[src/hw/rtl/pcs_pkg.sv]
// Package for the PCI class search sequencer: bus walk limits, offsets,
// result kind codes and the result record shared by the walker and the top level.
// No dependencies.
`default_nettype none

package pcs_pkg;

    // Extent of the walk.
    localparam int BUS_COUNT       = 256;
    localparam int DEVICES_PER_BUS = 32;
    localparam int MAX_FUNCTIONS   = 8;

    localparam logic [7:0] BUS_LAST  = 8'(BUS_COUNT - 1);
    localparam logic [4:0] DEV_LAST  = 5'(DEVICES_PER_BUS - 1);
    localparam logic [2:0] FUNC_LAST = 3'(MAX_FUNCTIONS - 1);

    // Configuration space fields.
    localparam logic [15:0] VENDOR_ABSENT = 16'hFFFF;
    localparam logic [7:0]  HDR_MULTI     = 8'h80;
    localparam logic [7:0]  OFF_ID        = 8'h00;
    localparam logic [7:0]  OFF_CLASS     = 8'h08;
    localparam logic [7:0]  OFF_HDR       = 8'h0C;
    localparam logic [7:0]  OFF_ALIGN     = 8'hFC;

    // Input word kinds.
    localparam logic REQ_START = 1'b0;
    localparam logic REQ_DATA  = 1'b1;

    // Configuration register indexes.
    localparam logic [1:0] REG_MATCH_CLASS     = 2'd0;
    localparam logic [1:0] REG_MATCH_SUBCLASS  = 2'd1;
    localparam logic [1:0] REG_MATCH_INTERFACE = 2'd2;

    // Result kinds.
    typedef enum logic [1:0] {
        KIND_READ      = 2'd0,
        KIND_FOUND     = 2'd1,
        KIND_EXHAUSTED = 2'd2
    } kind_t;

    typedef struct packed {
        kind_t        kind;
        logic [31:0]  address;
        logic [7:0]   bus;
        logic [4:0]   dev;
        logic [2:0]   func;
        logic [15:0]  vendor;
        logic [15:0]  device;
        logic [6:0]   header;
        logic [7:0]   revision;
    } result_t;

endpackage

`default_nettype wire

[src/hw/rtl/pci_class_search_sequencer.sv]
// Top level of the PCI class search sequencer: input word register, output
// word register and the stream ports. Depends on pcs_pkg and pcs_walker.
`default_nettype none

// The sequencer walks every bus, device and function looking for the first
// function whose class, subclass and programming interface equal the three
// match registers. Send a start word (tuser = 0) to begin; every output word
// of kind 0 is a configuration read address, and the host answers each one
// with a data word (tuser = 1) carrying the dword read. The walk ends with a
// found word (kind 1, with location, IDs, header type and revision) or an
// exhausted word (kind 2). Data words that arrive while idle are dropped, and
// a start word while busy restarts the search. The block takes one word per
// clock cycle while the output register is free or being drained: a word is
// held in the input register, the walker decides the next step from it
// combinationally and the result is registered in the output register. A
// word waits in the input register while an untaken result is held. The
// rate is set by the single walker step per cycle and by the output
// register, which keeps accepting while the consumer takes each result.
// Match registers are to be written only while the block is idle.
module pci_class_search_sequencer
    import pcs_pkg::*;
(
    input  wire logic        clk,
    input  wire logic        rst_n,
    // Input stream.
    input  wire logic        s_tvalid,
    output logic             s_tready,
    input  wire logic [31:0] s_tdata,    // read_data[31:0]
    input  wire logic        s_tuser,    // req_type[0]
    // Result stream.
    output logic             m_tvalid,
    input  wire logic        m_tready,
    // cfg_address[31:0], bus_num[39:32], dev_num[44:40], func_num[47:45],
    // vendor_ident[63:48], device_ident[79:64], header_kind[86:80],
    // revision_ident[94:87], zero pad[95]
    output logic [95:0]      m_tdata,
    output logic [1:0]       m_tuser,    // out_kind[1:0]
    // Configuration write port.
    input  wire logic        cfg_we,
    input  wire logic [1:0]  cfg_index,
    input  wire logic [7:0]  cfg_data
);

    logic        in_valid_reg;
    logic        in_req_reg;
    logic [31:0] in_data_reg;
    logic        out_valid_reg;
    result_t     out_reg;

    logic        fire;
    logic        res_valid;
    result_t     res;

    // The held word is processed when the output register is free or draining.
    assign fire     = in_valid_reg && (!out_valid_reg || m_tready);
    assign s_tready = !in_valid_reg || fire;

    pcs_walker u_walker (
        .clk       (clk),
        .rst_n     (rst_n),
        .fire      (fire),
        .req_type  (in_req_reg),
        .read_data (in_data_reg),
        .cfg_we    (cfg_we),
        .cfg_index (cfg_index),
        .cfg_data  (cfg_data),
        .res_valid (res_valid),
        .res       (res)
    );

    always_ff @(posedge clk or negedge rst_n)
    begin
        if (!rst_n)
        begin
            in_valid_reg  <= 1'b0;
            out_valid_reg <= 1'b0;
        end
        else
        begin
            if (s_tready)
            begin
                in_valid_reg <= s_tvalid;
            end
            if (fire)
            begin
                out_valid_reg <= res_valid;
            end
            else if (m_tready)
            begin
                out_valid_reg <= 1'b0;
            end
        end
    end

    // Payload registers carry no reset.
    always_ff @(posedge clk)
    begin
        if (s_tvalid && s_tready)
        begin
            in_req_reg  <= s_tuser;
            in_data_reg <= s_tdata;
        end
        if (fire && res_valid)
        begin
            out_reg <= res;
        end
    end

    assign m_tvalid = out_valid_reg;
    assign m_tuser  = out_reg.kind;
    assign m_tdata  = {1'b0, out_reg.revision, out_reg.header, out_reg.device,
                       out_reg.vendor, out_reg.func, out_reg.dev, out_reg.bus,
                       out_reg.address};

endmodule

`default_nettype wire

[src/hw/rtl/pcs_walker.sv]
// Search state of the PCI class search sequencer: counters, phase, match
// registers and the per-word decision logic. Depends on pcs_pkg.
`default_nettype none

module pcs_walker
    import pcs_pkg::*;
(
    input  wire logic        clk,
    input  wire logic        rst_n,
    input  wire logic        fire,
    input  wire logic        req_type,
    input  wire logic [31:0] read_data,
    input  wire logic        cfg_we,
    input  wire logic [1:0]  cfg_index,
    input  wire logic [7:0]  cfg_data,
    output logic             res_valid,
    output result_t          res
);

    typedef enum logic [2:0] {
        PH_IDLE      = 3'd0,
        PH_PROBE_ID  = 3'd1,
        PH_PROBE_HDR = 3'd2,
        PH_FUNC_ID   = 3'd3,
        PH_CLASS     = 3'd4,
        PH_MATCH_HDR = 3'd5
    } phase_t;

    phase_t      phase_reg, phase_next;
    logic        busy_reg, busy_next;
    logic [7:0]  bus_reg, bus_next;
    logic [4:0]  dev_reg, dev_next;
    logic [2:0]  func_reg, func_next;
    logic        multi_reg, multi_next;
    logic [31:0] id_reg, id_next;
    logic [31:0] class_reg, class_next;
    logic [7:0]  match_class_reg, match_subclass_reg, match_interface_reg;

    logic        emit_rd;
    logic [7:0]  offset;
    logic        do_next_func;
    logic        do_next_dev;

    always_comb
    begin
        phase_next   = phase_reg;
        busy_next    = busy_reg;
        bus_next     = bus_reg;
        dev_next     = dev_reg;
        func_next    = func_reg;
        multi_next   = multi_reg;
        id_next      = id_reg;
        class_next   = class_reg;
        emit_rd      = 1'b0;
        offset       = OFF_ID;
        do_next_func = 1'b0;
        do_next_dev  = 1'b0;
        res_valid    = 1'b0;
        res          = '0;

        if (req_type == REQ_START)
        begin
            busy_next  = 1'b1;
            bus_next   = '0;
            dev_next   = '0;
            func_next  = '0;
            multi_next = 1'b0;
            phase_next = PH_PROBE_ID;
            emit_rd    = 1'b1;
            offset     = OFF_ID;
        end
        else if (busy_reg)
        begin
            case (phase_reg)
                PH_PROBE_ID:
                begin
                    if (read_data[15:0] == VENDOR_ABSENT)
                    begin
                        do_next_dev = 1'b1;
                    end
                    else
                    begin
                        id_next    = read_data;
                        phase_next = PH_PROBE_HDR;
                        emit_rd    = 1'b1;
                        offset     = OFF_HDR;
                    end
                end
                PH_PROBE_HDR:
                begin
                    multi_next = (read_data[23:16] & HDR_MULTI) != 8'h00;
                    func_next  = '0;
                    phase_next = PH_CLASS;
                    emit_rd    = 1'b1;
                    offset     = OFF_CLASS;
                end
                PH_FUNC_ID:
                begin
                    if (read_data[15:0] == VENDOR_ABSENT)
                    begin
                        do_next_func = 1'b1;
                    end
                    else
                    begin
                        id_next    = read_data;
                        phase_next = PH_CLASS;
                        emit_rd    = 1'b1;
                        offset     = OFF_CLASS;
                    end
                end
                PH_CLASS:
                begin
                    class_next = read_data;
                    if (read_data[31:24] == match_class_reg &&
                        read_data[23:16] == match_subclass_reg &&
                        read_data[15:8] == match_interface_reg)
                    begin
                        phase_next = PH_MATCH_HDR;
                        emit_rd    = 1'b1;
                        offset     = OFF_HDR;
                    end
                    else
                    begin
                        do_next_func = 1'b1;
                    end
                end
                PH_MATCH_HDR:
                begin
                    res_valid    = 1'b1;
                    res.kind     = KIND_FOUND;
                    res.bus      = bus_reg;
                    res.dev      = dev_reg;
                    res.func     = func_reg;
                    res.vendor   = id_reg[15:0];
                    res.device   = id_reg[31:16];
                    res.header   = read_data[22:16];
                    res.revision = class_reg[7:0];
                    busy_next    = 1'b0;
                    phase_next   = PH_IDLE;
                end
                default:
                begin
                    busy_next  = 1'b0;
                    phase_next = PH_IDLE;
                end
            endcase
        end

        // Step to the next function of a multifunction device, else the next device.
        if (do_next_func)
        begin
            if (multi_reg && func_reg < FUNC_LAST)
            begin
                func_next  = func_reg + 3'd1;
                phase_next = PH_FUNC_ID;
                emit_rd    = 1'b1;
                offset     = OFF_ID;
            end
            else
            begin
                do_next_dev = 1'b1;
            end
        end

        if (do_next_dev)
        begin
            func_next  = '0;
            multi_next = 1'b0;
            phase_next = PH_PROBE_ID;
            emit_rd    = 1'b1;
            offset     = OFF_ID;
            if (dev_reg < DEV_LAST)
            begin
                dev_next = dev_reg + 5'd1;
            end
            else
            begin
                dev_next = '0;
                if (bus_reg < BUS_LAST)
                begin
                    bus_next = bus_reg + 8'd1;
                end
                else
                begin
                    emit_rd    = 1'b0;
                    busy_next  = 1'b0;
                    phase_next = PH_IDLE;
                    res_valid  = 1'b1;
                    res.kind   = KIND_EXHAUSTED;
                end
            end
        end

        // A read request always carries the counters as updated by this word.
        if (emit_rd)
        begin
            res_valid   = 1'b1;
            res.kind    = KIND_READ;
            res.address = {1'b1, 7'b0, bus_next, dev_next, func_next, offset & OFF_ALIGN};
        end
    end

    always_ff @(posedge clk or negedge rst_n)
    begin
        if (!rst_n)
        begin
            phase_reg           <= PH_IDLE;
            busy_reg            <= 1'b0;
            bus_reg             <= '0;
            dev_reg             <= '0;
            func_reg            <= '0;
            multi_reg           <= 1'b0;
            id_reg              <= '0;
            class_reg           <= '0;
            match_class_reg     <= '0;
            match_subclass_reg  <= '0;
            match_interface_reg <= '0;
        end
        else
        begin
            if (fire)
            begin
                phase_reg <= phase_next;
                busy_reg  <= busy_next;
                bus_reg   <= bus_next;
                dev_reg   <= dev_next;
                func_reg  <= func_next;
                multi_reg <= multi_next;
                id_reg    <= id_next;
                class_reg <= class_next;
            end
            if (cfg_we)
            begin
                case (cfg_index)
                    REG_MATCH_CLASS:     match_class_reg     <= cfg_data;
                    REG_MATCH_SUBCLASS:  match_subclass_reg  <= cfg_data;
                    REG_MATCH_INTERFACE: match_interface_reg <= cfg_data;
                    default:             ;
                endcase
            end
        end
    end

endmodule

`default_nettype wire
[config.mk]
export PLATFORM = sky130hd
export DESIGN_NAME = pci_class_search_sequencer
export DESIGN_NICKNAME = d
export VERILOG_FILES = /design/src/hw/rtl/pcs_pkg.sv /design/src/hw/rtl/pci_class_search_sequencer.sv /design/src/hw/rtl/pcs_walker.sv
export SDC_FILE = /design/constraint.sdc
export NUM_CORES = 1
export LEC_CHECK = 0
export BUFFER_PORTS_ARGS = -buffer_cell sky130_fd_sc_hd__buf_2
export CORE_MARGIN = 2
export CORE_UTILIZATION = 60
export DETAILED_ROUTE_END_ITERATION = 7
export GPL_ROUTABILITY_DRIVEN = 0
export PLACE_DENSITY = 0.87
export SLEW_MARGIN = 20
export SYNTH_ARGS = -nofsm -noshare
export SYNTH_HDL_FRONTEND = slang
export SYNTH_SLANG_ARGS = --single-unit
[constraint.sdc]
create_clock -name clk -period 17.5 [get_ports clk]
set_clock_uncertainty 0.15 [all_clocks]
set_input_delay 5.25 -clock clk [delete_from_list [all_inputs] [get_ports clk]]
set_output_delay 5.25 -clock clk [all_outputs]
set_load 0.03 [all_outputs]
==> qor.yml, run 1 <==
crit-reg2reg-launch: "u_walker.phase_reg[1]"
syn_area_um2: 8730
start_util_pct: 60.75
slew_headroom_pct: 31.07
dp_hpwl_mm: 11.75
die_area_um2: 15530
critPathLaunchType: "input pin"
p_int_mw: 0.9576
die_w_um: 124.6
p_clk_share_pct: 34.1
cts.sinks: 204
post_drt_wl_per_cell_um: 18.50
postCtsSetupRepairBufs: 0
syn2layout_area_growth_pct: 16.57
track_usage_pct: 22.57
grt_pass1_wl_mm: 28.39
dr.pass1.iters: 5
root_buffer: "clkbuf_16"
drc_errors: 0
startpoint: "m_tready"
clockBufferDepth: 3
tns_ns: 0
whs_endpoint: "u_walker.id_reg[10]"
cp-end-kind: "output pin"
p_sw_mw: 0.3572
die_height_um: 124.6
hold_viol_final: 0
hp-start: "u_walker.id_reg[10]"
synthTopCellsByArea: "edfxtp_1, dfrtp_1, mux2_2, and2_1, xnor2_1"
finalCritPeriodShare_pct: 64.21
avgViaCountPerCell: 5.767
fmax_mhz: 89.00
io_pins: 148
clock_latency_ns: 0.48
yosysTopAreaCell: "edfxtp_1"
synthFlopType: "edfxtp_1"
p_leak_nw: 4.108
dr_total_vias: 5502
io_buffers: 133
cts_made_buffers: 21
placedCellCount: 917
wl_mm: 17.65
cts_tree: "built"
r2r_cells: 6
synth_top_area_share_pct: 40.25
detail-route-antenna-nets: 0
ys_seq_elements: 204
worstSetupPathType: "input pin to output pin"
rr_endpoint: "m_tdata[21]"
avgSynthCellArea_um2: 13.95
ys_warn_count: 0
min_period_ns: 11.24
ff2ff_setup_slack_ns: 13.32
whs_path_depth: 1
grt_antenna_before_repair: 0
crit_arrival_ns: 5.84
fill_cells: 925
cp.required_ns: 12.10
largest_register_ffs: 82
status: "finished clean"
setup_viol: 0
cap_violations: 0
drt_iter0_drc: 386
slew_violations: 0
num_rows: 44
worstMarginPinSlew_ns: 1.029
rsz0062_at_grt: "false"
post_synth_num_cell_types: 66
syn_inst: 626
power_mw: 1.315
path_max_fanout: 3
yosysSeqAreaShare_pct: 65.19
p_comb_share_pct: 16.4
switching_share_pct: 27.17
power.density_nw_per_um2: 129.2
cts-resized-gates: 0
synth_edf_count: 117
finalNonFillerCells: 954
peakVddDrop_v: 0.00009300
postCtsHoldBufs: 0
path_clk_slew_ns: 0.06
core-area_um2: 14370
final_nets: 807
final_layout_size_suffix_gt1_share_pct: 32.86
final_cell_mix: "buf_2, edfxtp_1, dfrtp_1"
grt_pass1_vias: 5514
mostFrequentLayoutCell: "buf_2"
grt_max_degree: 88
h-tree-depth: 1
grt-ovfl-total: 0
worst_hold_path_type: "flop to flop"
power_frac_seq_pct: 49.5
antenna_cells: 0
synthArstFlopShare_pct: 42.65
==> synth_stat cells, types with 4 or more instances <==
library cell and count:
edfxtp_1 117, dfrtp_1 87, mux2_2 65, and2_1 59, nand2_1 27, xnor2_1 25
nor2_1 24, clkbuf_1 23, buf_4 16, inv_1 14, a21oi_1 13, nand3_1 13
o21ai_0 12, nand4_1 11, nor3_1 9, and3_1 8, o2bb2ai_1 7, a31oi_1 5
nand2b_1 5, nand3b_1 5, a211oi_1 4, a41oi_1 4, o31ai_1 4, or3_1 4
==> cell type report <==
| type | count | area [µm²] | share of cell area, % |
|---|---|---|---|
| Sequential cell | 204 | 5690 | 55.92 |
| Inverter | 14 | 52.55 | 0.5164 |
| Multi-Input combinational cell | 376 | 2784 | 27.36 |
| Clock buffer | 27 | 599.3 | 5.890 |
| Tap cell | 184 | 230.2 | 2.262 |
| Timing Repair Buffer | 139 | 716.9 | 7.045 |
| Clock inverter | 10 | 102.6 | 1.008 |
==> worst max-delay path, cell delays in order <==
cell     delay (ns)
buf_2          0.11
nor2b_1        0.17
nand2_1        0.11
buf_2          0.19
==> routing by layer <==
metal	vias up	wire length, µm	global-route usage, %
li1	2510	-	-
met1	2695	6895	28.78
met2	256	9119	39.44
met3	41	1223	4.253
met4	0	410	6.940
met5	-	0	0
==> power by group through the flow <==
stage                     clock network (mW)  logic, mW  registers [mW]
final                                  0.448      0.216           0.651
after global routing                   0.472      0.231           0.660
after CTS                              0.453      0.217           0.650
after detailed placement                   0      0.216           0.659
after global placement                     0      0.207           0.653
after floorplan                            0      0.120           0.691
==> cells by family (layout without fill, tap and decap cells) <==
group,Yosys count,count (layout),synth area share [%]
mux,69,69,8.901
compound gates,84,84,7.654
other cells,1,14,0.04296
xor+xnor,26,26,2.609
fa+ha+maj,3,3,0.4300
flops,204,204,65.19
buf+inv,59,190,3.683
simple gates,180,180,11.50
==> worst max-delay path by stage <==
stage | endpoint | slack (ns) | cells past startpoint
floorplan | s_tready | 6.51 | 2
global placement | s_tready | 6.35 | 4
detailed placement | s_tready | 6.28 | 4
CTS | s_tready | 6.28 | 4
global route | s_tready | 6.23 | 4
finish | s_tready | 6.26 | 4
==> per-stage QoR <==
step           utilization [%]  hold slack, ns  worst slack (ns)  instance area, µm²
4_1_cts                  70.79          0.3499             6.281               10170
3_3_place_gp             65.91          0.3334             6.348                9470
6_report                 70.82          0.3449             6.264               10180
2_1_floorplan                -          0.3206             6.506                8778
3_5_place_dp             65.91          0.3365             6.283                9470
5_1_grt                  70.82          0.3660             6.233               10180
(Power assumes the default switching activity.)
==> run 2, diff against run 1 <==
--- a/config.mk
+++ b/config.mk
@@ -7,10 +7,10 @@
 export LEC_CHECK = 0
 export BUFFER_PORTS_ARGS = -buffer_cell sky130_fd_sc_hd__buf_2
 export CORE_MARGIN = 2
-export CORE_UTILIZATION = 60
+export CORE_UTILIZATION = 51
 export DETAILED_ROUTE_END_ITERATION = 7
 export GPL_ROUTABILITY_DRIVEN = 0
-export PLACE_DENSITY = 0.87
+export PLACE_DENSITY = 0.79
 export SLEW_MARGIN = 20
 export SYNTH_ARGS = -nofsm -noshare
 export SYNTH_HDL_FRONTEND = slang
==> constraint.sdc (replaced) <==
create_clock -name clk -period 9.6 [get_ports clk]
set_clock_uncertainty 0.15 [all_clocks]
set_input_delay 2.88 -clock clk [delete_from_list [all_inputs] [get_ports clk]]
set_output_delay 2.88 -clock clk [all_outputs]
set_load 0.03 [all_outputs]
==> qor.yml, run 2 (synthesized netlist as in run 1, its figures left out) <==
grt_pass1_vias: 5390  # -2.2%
min_period_ns: 6.441
dr_total_vias: 5435  # -1.2%
clockBufferDepth: 3  # unchanged
cp-end-kind: "output pin"
antenna_cells: 0  # unchanged
crit_arrival_ns: 3.41  # -2.43 ns
hold_viol_final: 0  # unchanged
seq_area_um2: 5690  # unchanged
drt_iter0_drc: 372  # -3.6%
grt-ovfl-total: 0  # unchanged
avgViaCountPerCell: 5.468  # -5.2%
dr.pass1.iters: 7  # +2
fin_area_um2: 10260  # +0.80%
finalCritPeriodShare_pct: 67.10
mostFrequentLayoutCell: "buf_2"
die_height_um: 134.8  # +8.2%
largest_register_ffs: 82  # unchanged
syn2layout_area_growth_pct: 17.50
final_cell_mix: "buf_2, edfxtp_1, dfrtp_1"
grt_antenna_before_repair: 0  # unchanged
io_buffers: 133  # unchanged
tns_ns: 0  # unchanged
slowest_stage: "buf_2"
dpl-instance-area_um2: 9515  # +0.48%
p_leak_nw: 4.130  # +0.54%
postCtsSetupRepairBufs: 0  # unchanged
slew_headroom_pct: 36.95  # +5.9 points
crit_path_max_incr_delay_ns: 0.19  # about the same
fill_cells: 1272  # +38%
num_rows: 47  # +6.8%
fmax_mhz: 155.2
whs_path_depth: 1  # unchanged
cpMostUsedCell: "buf_2"
track_usage_pct: 19.29  # -3.3 points
core-area_um2: 16640  # +16%
wl_mm: 17.71  # +0.36%
h-tree-depth: 1  # unchanged
peakVddDrop_v: 0.0001538  # +65%
post_drt_wl_per_cell_um: 17.82  # -3.7%
worstSetupPathType: "input pin to output pin"
final_nets: 809  # +0.25%
io_pins: 148  # unchanged
grt_pass1_wl_mm: 27.92  # -1.7%
cts.sinks: 204  # unchanged
start_util_pct: 52.45  # -8.3 points
slew_violations: 0  # unchanged
setup_viol: 0  # unchanged
die_w_um: 134.8  # +8.2%
cts_made_buffers: 22  # +4.8%
critPathLaunchType: "input pin"
cp.required_ns: 6.57  # -5.53 ns
ff2ff_setup_slack_ns: 5.11  # -8.21 ns
root_buffer: "clkbuf_16"
grt_max_degree: 58  # -34%
path_max_fanout: 3  # unchanged
finalNonFillerCells: 994  # +4.2%
placedCellCount: 953  # +3.9%
crit_chain: "buf_2 -> nor2b_1 -> nand2_1 -> buf_2"
final_layout_size_suffix_gt1_share_pct: 33.20  # +0.35 points
cts_tree: "built"
path_clk_slew_ns: 0.06  # about the same
clock_latency_ns: 0.52  # +0.04 ns
rsz0062_at_grt: "false"
die_area_um2: 18180  # +17%
failed_checks: "design-rule violations"
detail-route-antenna-nets: 0  # unchanged
cts-resized-gates: 0  # unchanged
place_ws_ns: 3.168  # -3.114 ns
worst_hold_path_type: "flop to flop"
cap_violations: 0  # unchanged
multi_input_area_um2: 2784  # unchanged
power.density_nw_per_um2: 233.7  # +81%
postCtsHoldBufs: 0  # unchanged
dp_hpwl_mm: 12.14  # +3.4%
worst_slack_ns: 3.159  # -3.105 ns
status: "finished with violations"
drc_errors: 1  # +1
worstMarginPinSlew_ns: 0.9413  # -0.08779 ns
r2r_cells: 8  # +2
-- run 2: changes by cell type in the layout (fill, tap and decap cells not counted) --
cell	previous run	this run
buf_4	6	7
inv_6	0	1
inv_8	1	0
clkinv_1	5	1
clkbuf_8	3	1
clkinv_2	1	6
clkbuf_1	2	6
buf_16	0	1
bufinv_16	2	1
clkinv_16	0	1
clkbuf_16	22	23
buf_6	1	0
clkinvlp_4	1	0
-- run 2: area by class of cell --
| type | count | area share, % |
|---|---|---|
| multi-input combinational | 376 | 27.14 |
| clock buffer | 30 | 5.965 |
| inverter | 14 | 0.5123 |
| timing repair buffer | 140 | 7.221 |
| tap | 220 | 2.684 |
| clock inverter | 10 | 1.000 |
| sequential | 204 | 55.48 |
-- run 2: layer usage --
layer  vias to the layer above  global-route usage [%]  share of wire [%]
met3                        38                   3.378                5.4
met5                         -                       0                  0
met4                         0                   4.678                2.4
met2                       186                   33.98                 51
li1                       2523                       -                  -
met1                      2688                   24.97                 41
-- run 2: final timing paths --
check / startpoint / end
max: m_tready / s_tready
min: u_walker.id_reg[21] / u_walker.id_reg[21]
max reg2reg: in_data_reg[8] / m_tdata[23]
min reg2reg: u_walker.id_reg[21] / u_walker.id_reg[21]
max in group asynchronous: rst_n / u_walker.id_reg[3]
min in group asynchronous: rst_n / u_walker.id_reg[19]
-- run 2: metrics by stage --
step | hold slack, ns | total power, mW | utilization (%)
2_1_floorplan | 0.3206 | 1.480 | -
3_3_place_gp | 0.3322 | 1.571 | 57.18
3_5_place_dp | 0.3367 | 1.593 | 57.18
4_1_cts | 0.3502 | 2.412 | 61.47
5_1_grt | 0.3621 | 2.493 | 61.63
6_report | 0.3474 | 2.397 | 61.63
-- run 2: critical path: cells and delay by family --
family                 cells  cell delay (ns)
buffers and inverters      2             0.29
AND/OR/NAND/NOR            2             0.24
-- run 2: power breakdown --
part	internal, mW	switching, mW	total [mW]
clock network	0.479	0.339	0.818
registers	1.10	0.0880	1.18
logic	0.158	0.237	0.395
